## src/sha_pkg.sv

```systemverilog
// Shared types, constants and round functions for the SHA-256 stream hasher.
// Depends on nothing; imported by the controller, the datapath and the top level.
package sha_pkg;

    localparam int unsigned WORD_W    = 32;
    localparam int unsigned BYTE_W    = 8;
    localparam int unsigned NUM_WORDS = 8;
    localparam int unsigned WIN_W     = 512;
    localparam int unsigned ROUND_W   = 6;
    localparam int unsigned FILL_W    = 6;
    localparam int unsigned COUNT_W   = 64;
    localparam int unsigned IDX_W     = 3;

    localparam logic [BYTE_W-1:0] PAD_MARK_BYTE = 8'h80;
    localparam logic [FILL_W-1:0] LEN_START     = 6'd56;

    localparam logic [WORD_W-1:0] INIT_HASH [NUM_WORDS] = '{
        32'h6a09e667, 32'hbb67ae85, 32'h3c6ef372, 32'ha54ff53a,
        32'h510e527f, 32'h9b05688c, 32'h1f83d9ab, 32'h5be0cd19
    };

    localparam logic [WORD_W-1:0] ROUND_K [64] = '{
        32'h428a2f98, 32'h71374491, 32'hb5c0fbcf, 32'he9b5dba5,
        32'h3956c25b, 32'h59f111f1, 32'h923f82a4, 32'hab1c5ed5,
        32'hd807aa98, 32'h12835b01, 32'h243185be, 32'h550c7dc3,
        32'h72be5d74, 32'h80deb1fe, 32'h9bdc06a7, 32'hc19bf174,
        32'he49b69c1, 32'hefbe4786, 32'h0fc19dc6, 32'h240ca1cc,
        32'h2de92c6f, 32'h4a7484aa, 32'h5cb0a9dc, 32'h76f988da,
        32'h983e5152, 32'ha831c66d, 32'hb00327c8, 32'hbf597fc7,
        32'hc6e00bf3, 32'hd5a79147, 32'h06ca6351, 32'h14292967,
        32'h27b70a85, 32'h2e1b2138, 32'h4d2c6dfc, 32'h53380d13,
        32'h650a7354, 32'h766a0abb, 32'h81c2c92e, 32'h92722c85,
        32'ha2bfe8a1, 32'ha81a664b, 32'hc24b8b70, 32'hc76c51a3,
        32'hd192e819, 32'hd6990624, 32'hf40e3585, 32'h106aa070,
        32'h19a4c116, 32'h1e376c08, 32'h2748774c, 32'h34b0bcb5,
        32'h391c0cb3, 32'h4ed8aa4a, 32'h5b9cca4f, 32'h682e6ff3,
        32'h748f82ee, 32'h78a5636f, 32'h84c87814, 32'h8cc70208,
        32'h90befffa, 32'ha4506ceb, 32'hbef9a3f7, 32'hc67178f2
    };

    typedef enum logic [2:0] {
        S_IDLE,
        S_PAD_MARK,
        S_PAD_ZERO,
        S_PAD_LEN,
        S_ROUND,
        S_UPDATE,
        S_HANDOFF
    } ctrl_state_t;

    typedef enum logic [1:0] {
        BYTE_DATA,
        BYTE_MARK,
        BYTE_ZERO,
        BYTE_LEN
    } byte_sel_t;

    typedef struct packed {
        logic      shift_en;
        byte_sel_t byte_sel;
        logic      count_en;
        logic      round_en;
        logic      update_en;
        logic      handoff;
    } ctrl_cmd_t;

    typedef struct packed {
        logic fill_full;
        logic fill_at_len;
        logic round_last;
        logic out_busy;
    } dp_stat_t;

    function automatic logic [WORD_W-1:0] rotr(input logic [WORD_W-1:0] x,
                                               input int unsigned n);
        rotr = (x >> n) | (x << (WORD_W - n));
    endfunction

    function automatic logic [WORD_W-1:0] big_sigma0(input logic [WORD_W-1:0] x);
        big_sigma0 = rotr(x, 2) ^ rotr(x, 13) ^ rotr(x, 22);
    endfunction

    function automatic logic [WORD_W-1:0] big_sigma1(input logic [WORD_W-1:0] x);
        big_sigma1 = rotr(x, 6) ^ rotr(x, 11) ^ rotr(x, 25);
    endfunction

    function automatic logic [WORD_W-1:0] small_sigma0(input logic [WORD_W-1:0] x);
        small_sigma0 = rotr(x, 7) ^ rotr(x, 18) ^ (x >> 3);
    endfunction

    function automatic logic [WORD_W-1:0] small_sigma1(input logic [WORD_W-1:0] x);
        small_sigma1 = rotr(x, 17) ^ rotr(x, 19) ^ (x >> 10);
    endfunction

endpackage

```

## src/sha_ctrl.sv

```systemverilog
// Controller state machine of the SHA-256 stream hasher: input handshake,
// padding sequence, compression rounds and digest hand-off. Uses sha_pkg.
module sha_ctrl
    import sha_pkg::*;
(
    input  logic      clk,
    input  logic      rst_n,
    input  logic      s_tvalid,
    output logic      s_tready,
    input  logic      s_tuser,
    input  logic      s_tlast,
    input  dp_stat_t  stat,
    output ctrl_cmd_t cmd
);

    ctrl_state_t state_reg, state_next;
    logic        end_reg, end_next;
    logic        pad_reg, pad_next;
    logic        final_reg, final_next;

    always_ff @(posedge clk or negedge rst_n)
    begin
        if (!rst_n)
        begin
            state_reg <= S_IDLE;
            end_reg   <= 1'b0;
            pad_reg   <= 1'b0;
            final_reg <= 1'b0;
        end
        else
        begin
            state_reg <= state_next;
            end_reg   <= end_next;
            pad_reg   <= pad_next;
            final_reg <= final_next;
        end
    end

    always_comb
    begin
        state_next = state_reg;
        end_next   = end_reg;
        pad_next   = pad_reg;
        final_next = final_reg;
        unique case (state_reg)
            S_IDLE:
            begin
                if (s_tvalid)
                begin
                    end_next = s_tlast;
                    if (s_tuser && stat.fill_full)
                        state_next = S_ROUND;
                    else if (s_tlast)
                        state_next = S_PAD_MARK;
                end
            end
            S_PAD_MARK:
            begin
                pad_next   = 1'b1;
                state_next = stat.fill_full ? S_ROUND : S_PAD_ZERO;
            end
            S_PAD_ZERO:
            begin
                if (stat.fill_at_len)
                    state_next = S_PAD_LEN;
                else if (stat.fill_full)
                    state_next = S_ROUND;
            end
            S_PAD_LEN:
            begin
                if (stat.fill_full)
                begin
                    final_next = 1'b1;
                    state_next = S_ROUND;
                end
            end
            S_ROUND:
            begin
                if (stat.round_last)
                    state_next = S_UPDATE;
            end
            S_UPDATE:
            begin
                priority if (final_reg)
                    state_next = S_HANDOFF;
                else if (pad_reg)
                    state_next = S_PAD_ZERO;
                else if (end_reg)
                    state_next = S_PAD_MARK;
                else
                    state_next = S_IDLE;
            end
            S_HANDOFF:
            begin
                if (!stat.out_busy)
                begin
                    end_next   = 1'b0;
                    pad_next   = 1'b0;
                    final_next = 1'b0;
                    state_next = S_IDLE;
                end
            end
            default:
            begin
                state_next = S_IDLE;
            end
        endcase
    end

    always_comb
    begin
        s_tready      = 1'b0;
        cmd           = '0;
        cmd.byte_sel  = BYTE_DATA;
        unique case (state_reg)
            S_IDLE:
            begin
                s_tready = 1'b1;
                if (s_tvalid && s_tuser)
                begin
                    cmd.shift_en = 1'b1;
                    cmd.count_en = 1'b1;
                end
            end
            S_PAD_MARK:
            begin
                cmd.shift_en = 1'b1;
                cmd.byte_sel = BYTE_MARK;
            end
            S_PAD_ZERO:
            begin
                cmd.shift_en = !stat.fill_at_len;
                cmd.byte_sel = BYTE_ZERO;
            end
            S_PAD_LEN:
            begin
                cmd.shift_en = 1'b1;
                cmd.byte_sel = BYTE_LEN;
            end
            S_ROUND:
            begin
                cmd.round_en = 1'b1;
            end
            S_UPDATE:
            begin
                cmd.update_en = 1'b1;
            end
            S_HANDOFF:
            begin
                cmd.handoff = !stat.out_busy;
            end
            default:
            begin
                s_tready = 1'b0;
            end
        endcase
    end

    a_round_to_update: assert property (@(posedge clk) disable iff (!rst_n)
        (state_reg == S_ROUND && stat.round_last) |=> state_reg == S_UPDATE)
        else $error("Round sequence did not end in the chaining update.");

    a_length_block_final: assert property (@(posedge clk) disable iff (!rst_n)
        (state_reg == S_PAD_LEN && stat.fill_full) |=> (final_reg && state_reg == S_ROUND))
        else $error("Length block was not marked as the final block.");

    a_final_after_pad: assert property (@(posedge clk) disable iff (!rst_n)
        final_reg |-> (pad_reg && end_reg))
        else $error("Final block flagged outside the padding sequence.");

endmodule

```

## src/sha_dp.sv

```systemverilog
// Datapath of the SHA-256 stream hasher: message window and schedule, round
// variables, chaining words, counters and the digest output buffer. Uses sha_pkg.
module sha_dp
    import sha_pkg::*;
(
    input  logic                  clk,
    input  logic                  rst_n,
    input  ctrl_cmd_t             cmd,
    output dp_stat_t              stat,
    input  logic [BYTE_W-1:0]     data_byte,
    output logic                  m_tvalid,
    input  logic                  m_tready,
    output logic [WORD_W-1:0]     m_tdata,
    output logic [IDX_W-1:0]      m_tuser,
    output logic                  m_tlast
);

    logic [WIN_W-1:0]             win_reg, win_next;
    logic [WORD_W-1:0]            vars_reg [NUM_WORDS];
    logic [WORD_W-1:0]            vars_next [NUM_WORDS];
    logic [WORD_W-1:0]            chain_reg [NUM_WORDS];
    logic [COUNT_W-1:0]           count_reg;
    logic [FILL_W-1:0]            fill_reg;
    logic [ROUND_W-1:0]           round_reg;
    logic [NUM_WORDS*WORD_W-1:0]  out_words_reg;
    logic [IDX_W-1:0]             out_idx_reg;
    logic                         out_valid_reg;

    logic [COUNT_W-1:0]           bit_len;
    logic [COUNT_W-1:0]           len_shifted;
    logic [BYTE_W-1:0]            byte_in;
    logic [WORD_W-1:0]            w_cur;
    logic [WORD_W-1:0]            w_new;
    logic [WORD_W-1:0]            t1;
    logic [WORD_W-1:0]            t2;
    logic [NUM_WORDS*WORD_W-1:0]  chain_flat;
    logic                         out_take;

    assign bit_len     = {count_reg[COUNT_W-4:0], 3'b000};
    assign len_shifted = bit_len >> {~fill_reg[2:0], 3'b000};

    always_comb
    begin
        unique case (cmd.byte_sel)
            BYTE_DATA: byte_in = data_byte;
            BYTE_MARK: byte_in = PAD_MARK_BYTE;
            BYTE_ZERO: byte_in = '0;
            BYTE_LEN:  byte_in = len_shifted[BYTE_W-1:0];
            default:   byte_in = '0;
        endcase
    end

    // The window holds sixteen schedule words, oldest in the top bits.
    assign w_cur = win_reg[WIN_W-1 -: WORD_W];
    assign w_new = small_sigma1(win_reg[WIN_W-1-14*WORD_W -: WORD_W])
                 + win_reg[WIN_W-1-9*WORD_W -: WORD_W]
                 + small_sigma0(win_reg[WIN_W-1-WORD_W -: WORD_W])
                 + w_cur;

    assign t1 = vars_reg[7] + big_sigma1(vars_reg[4])
              + ((vars_reg[4] & vars_reg[5]) ^ (~vars_reg[4] & vars_reg[6]))
              + ROUND_K[round_reg] + w_cur;
    assign t2 = big_sigma0(vars_reg[0])
              + ((vars_reg[0] & vars_reg[1]) ^ (vars_reg[0] & vars_reg[2])
                 ^ (vars_reg[1] & vars_reg[2]));

    always_comb
    begin
        win_next = win_reg;
        if (cmd.shift_en)
            win_next = {win_reg[WIN_W-BYTE_W-1:0], byte_in};
        else if (cmd.round_en)
            win_next = {win_reg[WIN_W-WORD_W-1:0], w_new};
    end

    always_comb
    begin
        if (cmd.round_en)
        begin
            vars_next[0] = t1 + t2;
            vars_next[1] = vars_reg[0];
            vars_next[2] = vars_reg[1];
            vars_next[3] = vars_reg[2];
            vars_next[4] = vars_reg[3] + t1;
            vars_next[5] = vars_reg[4];
            vars_next[6] = vars_reg[5];
            vars_next[7] = vars_reg[6];
        end
        else
        begin
            vars_next = chain_reg;
        end
    end

    always_comb
    begin
        for (int i = 0; i < NUM_WORDS; i++)
            chain_flat[(NUM_WORDS-1-i)*WORD_W +: WORD_W] = chain_reg[i];
    end

    always_ff @(posedge clk)
    begin
        win_reg  <= win_next;
        vars_reg <= vars_next;
    end

    always_ff @(posedge clk or negedge rst_n)
    begin
        if (!rst_n)
        begin
            chain_reg <= INIT_HASH;
            count_reg <= '0;
            fill_reg  <= '0;
            round_reg <= '0;
        end
        else
        begin
            if (cmd.handoff)
                chain_reg <= INIT_HASH;
            else if (cmd.update_en)
            begin
                for (int i = 0; i < NUM_WORDS; i++)
                    chain_reg[i] <= chain_reg[i] + vars_reg[i];
            end
            if (cmd.handoff)
                count_reg <= '0;
            else if (cmd.count_en)
                count_reg <= count_reg + 1'b1;
            if (cmd.handoff)
                fill_reg <= '0;
            else if (cmd.shift_en)
                fill_reg <= fill_reg + 1'b1;
            round_reg <= cmd.round_en ? round_reg + 1'b1 : '0;
        end
    end

    assign out_take = out_valid_reg && m_tready;

    always_ff @(posedge clk or negedge rst_n)
    begin
        if (!rst_n)
        begin
            out_valid_reg <= 1'b0;
            out_idx_reg   <= '0;
        end
        else
        begin
            if (cmd.handoff)
            begin
                out_valid_reg <= 1'b1;
                out_idx_reg   <= '0;
            end
            else if (out_take)
            begin
                out_idx_reg <= out_idx_reg + 1'b1;
                if (out_idx_reg == IDX_W'(NUM_WORDS - 1))
                    out_valid_reg <= 1'b0;
            end
        end
    end

    always_ff @(posedge clk)
    begin
        if (cmd.handoff)
            out_words_reg <= chain_flat;
        else if (out_take)
            out_words_reg <= {out_words_reg[NUM_WORDS*WORD_W-WORD_W-1:0], {WORD_W{1'b0}}};
    end

    assign m_tvalid = out_valid_reg;
    assign m_tdata  = out_words_reg[NUM_WORDS*WORD_W-1 -: WORD_W];
    assign m_tuser  = out_idx_reg;
    assign m_tlast  = (out_idx_reg == IDX_W'(NUM_WORDS - 1));

    assign stat.fill_full   = (fill_reg == {FILL_W{1'b1}});
    assign stat.fill_at_len = (fill_reg == LEN_START);
    assign stat.round_last  = (round_reg == {ROUND_W{1'b1}});
    assign stat.out_busy    = out_valid_reg;

    a_handoff_when_free: assert property (@(posedge clk) disable iff (!rst_n)
        cmd.handoff |-> !out_valid_reg)
        else $error("Digest handed off while the output buffer was busy.");

    a_drain_ends: assert property (@(posedge clk) disable iff (!rst_n)
        (out_take && out_idx_reg == IDX_W'(NUM_WORDS - 1)) |=> !out_valid_reg)
        else $error("Output buffer still valid after its eighth beat.");

    a_no_shift_in_rounds: assert property (@(posedge clk) disable iff (!rst_n)
        cmd.round_en |-> (!cmd.shift_en && !cmd.update_en))
        else $error("Window shifted or chain updated during a round.");

endmodule

```

## src/sha256_stream_hasher.sv

```systemverilog
// Top level of the SHA-256 stream hasher: joins the controller and the datapath.
// Depends on sha_pkg, sha_ctrl and sha_dp.
//
// Channel   Direction  Beat contents
// s_*       in         tdata[7:0] message byte, tuser byte present, tlast end of message
// m_*       out        tdata[31:0] digest word, tuser[2:0] word index, tlast eighth word
//
// A message byte is taken while the controller is idle; each full 64-byte block then
// runs its rounds on the single shared round unit, followed by a chaining update.
// Closing a message shifts in up to 72 padding bytes, one per cycle while no compression
// runs, pauses without a shift where the length field starts, runs one or two
// compressions and hands the digest on once the output buffer is free.
// Reset loads the initial hash values at once; there is no clearing pass.
// A stalled output holds its word; a new digest waits until the buffer has drained.
module sha256_stream_hasher
    import sha_pkg::*;
(
    input  logic              clk,
    input  logic              rst_n,
    input  logic              s_tvalid,
    output logic              s_tready,
    input  logic [7:0]        s_tdata,   // [7:0] data_byte
    input  logic              s_tuser,   // [0] byte_present
    input  logic              s_tlast,   // end_of_message
    output logic              m_tvalid,
    input  logic              m_tready,
    output logic [31:0]       m_tdata,   // [31:0] digest_word
    output logic [2:0]        m_tuser,   // [2:0] word_index
    output logic              m_tlast    // last_word
);

    ctrl_cmd_t cmd;
    dp_stat_t  stat;

    sha_ctrl u_ctrl (
        .clk      (clk),
        .rst_n    (rst_n),
        .s_tvalid (s_tvalid),
        .s_tready (s_tready),
        .s_tuser  (s_tuser),
        .s_tlast  (s_tlast),
        .stat     (stat),
        .cmd      (cmd)
    );

    sha_dp u_dp (
        .clk       (clk),
        .rst_n     (rst_n),
        .cmd       (cmd),
        .stat      (stat),
        .data_byte (s_tdata),
        .m_tvalid  (m_tvalid),
        .m_tready  (m_tready),
        .m_tdata   (m_tdata),
        .m_tuser   (m_tuser),
        .m_tlast   (m_tlast)
    );

endmodule
```

## config.mk

```make
export PLATFORM = sky130hd
export DESIGN_NAME = sha256_stream_hasher
export DESIGN_NICKNAME = d
export VERILOG_FILES = /design/src/sha_pkg.sv /design/src/sha_ctrl.sv /design/src/sha_dp.sv /design/src/sha256_stream_hasher.sv
export SDC_FILE = /design/constraint.sdc
export NUM_CORES = 2
export LEC_CHECK = 0
export ABC_AREA = 1
export BUFFER_PORTS_ARGS = -buffer_cell sky130_fd_sc_hd__buf_4
export CAP_MARGIN = 20
export CELL_PAD_IN_SITES_DETAIL_PLACEMENT = 1
export CELL_PAD_IN_SITES_GLOBAL_PLACEMENT = 1
export CORE_MARGIN = 2
export CORE_UTILIZATION = 40
export DETAILED_ROUTE_END_ITERATION = 16
export PLACE_DENSITY_LB_ADDON = 0.15
export SLEW_MARGIN = 15
export SYNTH_ARGS = -nofsm -noshare
export SYNTH_HDL_FRONTEND = slang
export SYNTH_SLANG_ARGS = --single-unit
```

## constraint.sdc

```tcl
create_clock -name clk -period 17.8 [get_ports clk]
set_input_delay 0.89 -clock clk [delete_from_list [all_inputs] [get_ports clk]]
set_output_delay 0.89 -clock clk [all_outputs]
set_load 0.02 [all_outputs]
```

## After elaboration in Yosys (flattened, before gate mapping)

Memory sizes are Yosys's and may differ from the RTL's.
Index checks and enable logic that the tools add are counted.

- Output and inout bits: 38
- Memories: 1
- Logic and storage cells: 167
- Flip-flop bits (word level): 1366
- Bits of input ports: 14
- Memory bits (read-only): 2048

Memory list:

| memory | depth | bits a word | rd ports | clocked after memory_dff | wr ports | line | RTL |
|---|---|---|---|---|---|---|---|
| (name not given) | 64 | 32 | 1 | 0 | 0 | sha_dp.sv:62 | `+ ROUND_K[round_reg] + w_cur;` |

- Multiplexer cells: 46
- $lt $le $gt $ge: 1
- $add $sub $neg: 22
- Equality and inequality tests: 18
- Shifts and indexed selects: 1
- Bitwise operators: 29
- Reduce and logical (&&, ||, !) cells: 22

Operators with widths:

| cell | number |
|---|---|
| $mux 256 | 5 |
| $mux 512 | 2 |
| $add 32x32->32 | 18 |
| $xor 32x32->32 | 9 |
| $and 32x32->32 | 5 |
| $mux 64 | 2 |
| $add 64x1->64 const B | 1 |
| $mux 32 | 2 |
| $shr 64x6->8 | 1 |
| $mux 3 | 12 |
| $not 32->32 | 1 |
| $or 10x32->32 | 1 |
| $or 13x32->32 | 1 |
| $or 14x32->32 | 1 |
| $or 15x32->32 | 1 |
| $or 19x32->32 | 1 |
| $or 21x32->32 | 1 |
| $or 25x32->32 | 1 |
| $or 26x32->32 | 1 |
| $or 30x32->32 | 1 |
| $or 7x32->32 | 1 |
| $pmux 8 s4 | 1 |
| $xor 32x22->32 | 1 |
| $xor 32x29->32 | 1 |
| other kinds (29) | 68 |

## Depth between registers and ports, before layout

- Depth after elaboration: 9
- Mapped depth: 45
- Depth with buffers taken out: 44

## Cells and area by module

From an unflattened synthesis, not the netlist that was laid out.

- Cell total of the unflattened synthesis: 10998
- Area total of the unflattened synthesis: 87157.3 um^2

By module, submodules not included:

| module | cells an instance | area an instance (um^2) | seq. area each (um^2) | times used |
|---|---|---|---|---|
| sha_dp | 10925 | 86676.9 | 36690.2 | 1 |
| sha_ctrl | 73 | 480.5 | 150.1 | 1 |

## Least setup slack after synthesis

No wires, ideal clock.

- Kind: reg2reg
- Start: register u_dp.fill_reg[0]
- End: register u_dp.win_reg[0], enable pin
- Data arrival time: 10.005 ns
- Required time: 14.136 ns
- Library setup time: 3.664 ns
- Buffers on the path: 4
- Stages on the path, launching flop included: 12
- Setup slack: 4.130 ns
- Period minus slack after synthesis: 13.670 ns
- Path through: dfrtp_1 inv_2 clkbuf_1 ha_1 nand3_1 nand2_1 nand2_1 nor2_2 buf_4 buf_4 buf_2 nand2_1

- Cells in the longest elaborated chain, start to end: 4

RTL lines:

| item | line | RTL |
|---|---|---|
| start: declaration | sha_dp.sv:23 | `logic [FILL_W-1:0] fill_reg;` |
| start signal: assignment | sha_dp.sv:132 | `fill_reg <= fill_reg + 1'b1;` |
| $eq 6x6->1 | sha_dp.sv:176 | `assign stat.fill_at_len = (fill_reg == LEN_START);` |
| $logic_not 1->1 | sha_ctrl.sv:132 | `cmd.shift_en = !stat.fill_at_len;` |
| $pmux 1 s3 | sha_ctrl.sv:115 | `unique case (state_reg)` |
| $reduce_bool 2->1 (no line) | - |  |
| end signal: assignment | sha_dp.sv:103 | `win_reg <= win_next;` |
| end: declaration | sha_dp.sv:18 | `logic [WIN_W-1:0] win_reg, win_next;` |

No other way between the ends.
A chain may end at the register's enable or synchronous reset.

==> impl_metrics.toml <==
[clock_network]
post_cts_resized = 0
clk_latency_ns = 0.89
cts_root_buffer = "clkbuf_16"
htree_levels = 4
clk_path_buf_depth = 3
clock-sinks = 1363
clk_pin_slew_ns = 0.06
cts_made_buffers = 162
cts_tree = "built"
cts_setup_buffers = 0

[die]
ioPinCount = 52
core_area_um2 = 221700
start_util = 0.4013
die_w_um = 475.6
fp-row-count = 173
die-area_um2 = 226200
die_h_um = 475.6

[detailed_routing]
vias = 79339
vias_per_cell = 5.561
firstDrtPassIters = 6
drc = 0
post_drt_wl_per_cell_um = 25.63
drt_iter0_drc = 6463
antenna_left = 0
finalWirelength_mm = 365.8

[layout]
layout.cells.non_filler = 14268
area_delta_synth_final_pct = 8.943
largest_register_ffs = 512
drive_gt1_frac = 0.05128
finalCoreUtilization = 0.4372
layout.nets = 11761

[sta]
setup_violations = 0
fmax_mhz = 107.5
finalCriticalPeriod_ns = 9.303
worst_pin_slew_ns = 1.248
slew-limit-headroom = 0.1677
whs_ns = 0.3323
finalMaxSlewViolations = 0
grt_setup_unrepaired = "false"
hold_viol_final = 0
final.period_utilization = 0.5226
skew_ns = 0.07680
finalSetupTns_ns = 0

[critical_path]
worst_ep_arrival_time_ns = 9.99
path_class = "reg -> reg"
end_kind = "flop"
start_kind = "flop"
cp_slowest_stage_delay_ns = 0.73
critPathSlowestCell = "dfrtp_1"
worst_ep_required_time_ns = 18.49
cp_max_fo = 17
path_common_cell = "inv_1"

[run_status]
outcome = "finished, final reports clean"

[place]
dpl.cell_count = 13960
io_buffers = 51
place_hpwl_mm = 279.2
gp_congestion = 0.9813

[synth]
yosys.area.top_type = "edfxtp_1"
synthTopCellsByCount = "nand2_1 (3624), inv_1 (1212), o21ai_0 (980)"
ys_warn_count = 0
synth.cell_area_um2 = 88950
syn_inst = 11368
synth.most_common_cell = "nand2_1"
synth_top_area_share = 0.2593
ys.flop_type = "edfxtp_1"
ys_types = 74
synthTopCellsByArea = "edfxtp_1 (26%), nand2_1 (15%), dfxtp_1 (5.8%)"
synth-seq-cells = 1363
synth_edf_count = 768
yosysSeqAreaShare = 0.4142
syn_area_per_cell_um2 = 7.825
synth-async-reset-ratio = 0.2487
syn-num-nets = 11976

[worst_hold_path]
hp-class = "in -> reg"

[global_routing]
grt_max_degree = 207
grt_pass1_vias = 80102
grt_use_total = 0.3177
antenna_found_initial = 12
overflow = 0
grt_pass1_wl_mm = 535.4

[flow_run]
cap_violations = 0
-- path summary, 6_finish.rpt --
check | startpoint | end | slack (ns) | cells after the start
min | s_tlast | u_ctrl.end_reg | 0.33 | 3
min reg2reg | u_dp.vars_reg[67] | u_dp.vars_reg[35] | 0.49 | 2
max reg2reg | u_dp.round_reg[0] | u_dp.vars_reg[252] | 8.50 | 33
max in group asynchronous | rst_n | u_dp.chain_flat[104] | 14.36 | 5
max | u_dp.round_reg[0] | u_dp.vars_reg[252] | 8.50 | 33
min in group asynchronous | rst_n | u_dp.chain_flat[218] | 0.57 | 2
-- routing by layer --
layer | share of wire | up-vias | GRT usage
li1 | - | 36942 | -
met2 | 0.45 | 2106 | 0.5018
met1 | 0.45 | 39734 | 0.4419
met5 | 0.00018 | - | 0
met4 | 0.040 | 12 | 0.1158
met3 | 0.055 | 545 | 0.04491
-- through the flow --
step	cell area (µm²)	setup WS (ns)
after detailed placement	91290	8.782
after global routing	96900	7.995
after floorplan	88950	4.130
after CTS	96830	8.726
final	96910	8.497
after global placement	91290	8.764
-- critical path, delay by kind of cell (launching register included) --
kind | cells | cell delay, ns
fa+ha+maj | 7 | 3.22
compound gates | 8 | 2.10
simple gates | 11 | 1.86
flops | 1 | 0.73
buf+inv | 6 | 0.70
xor+xnor | 1 | 0.51
-- cells by family (layout without fill, tap and decap cells) --
family,Yosys count,after routing,synth area share
and+or+nand+nor,5252,5252,0.2397
AOI/OAI and AO/OA,2031,2031,0.1267
buffers and inverters,1724,1647,0.07902
DFF,1363,1363,0.4142
adders and majority gates,617,617,0.1026
xor gates and xnor gates,358,358,0.03525
muxes,23,23,0.002616
other,0,2,0
-- placed cells by master (no fill, tap or decap), types with 35 or more instances in the layout --
| master | instances |
|---|---|
| a21o_1 | 45 |
| clkbuf_16 | 163 |
| nand4_1 | 123 |
| nand2_1 | 3622 |
| nand3b_1 | 43 |
| clkbuf_1 | 44 |
| xor2_1 | 199 |
| o221ai_1 | 35 |
| fa_1 | 195 |
| ha_1 | 399 |
| nand3_1 | 478 |
| a31oi_1 | 50 |
| a21oi_1 | 585 |
| o22ai_1 | 56 |
| edfxtp_1 | 768 |
| dfstp_2 | 136 |
| o21ai_0 | 979 |
| o21a_1 | 39 |
| dfrtp_1 | 202 |
| o21bai_1 | 68 |
| o211ai_1 | 58 |
| nor2_1 | 752 |
| nor3_1 | 130 |
| dfxtp_1 | 256 |
| buf_4 | 109 |
| xnor2_1 | 159 |
| inv_1 | 1210 |
-- cell type report --
cell class | instances | area, µm²
multi-input combinational | 8281 | 45130
timing repair buffer | 121 | 1059
fill | 27001 | 124700
inverter | 1224 | 4619
clock buffer | 220 | 4423
tap | 2975 | 3722
sequential | 1363 | 36840
clock inverter | 82 | 1107
antenna | 2 | 5.005
-- timing repair --
action | 4_1_cts | 5_1_grt
endpoints found under the setup margin | 0 | 0
hold buffers | 1 | 0
hold endpoints to repair | 5 | 0
Power is not shown: default switching activity piles up to over one toggle a cycle in this logic, so the estimate is an artifact.
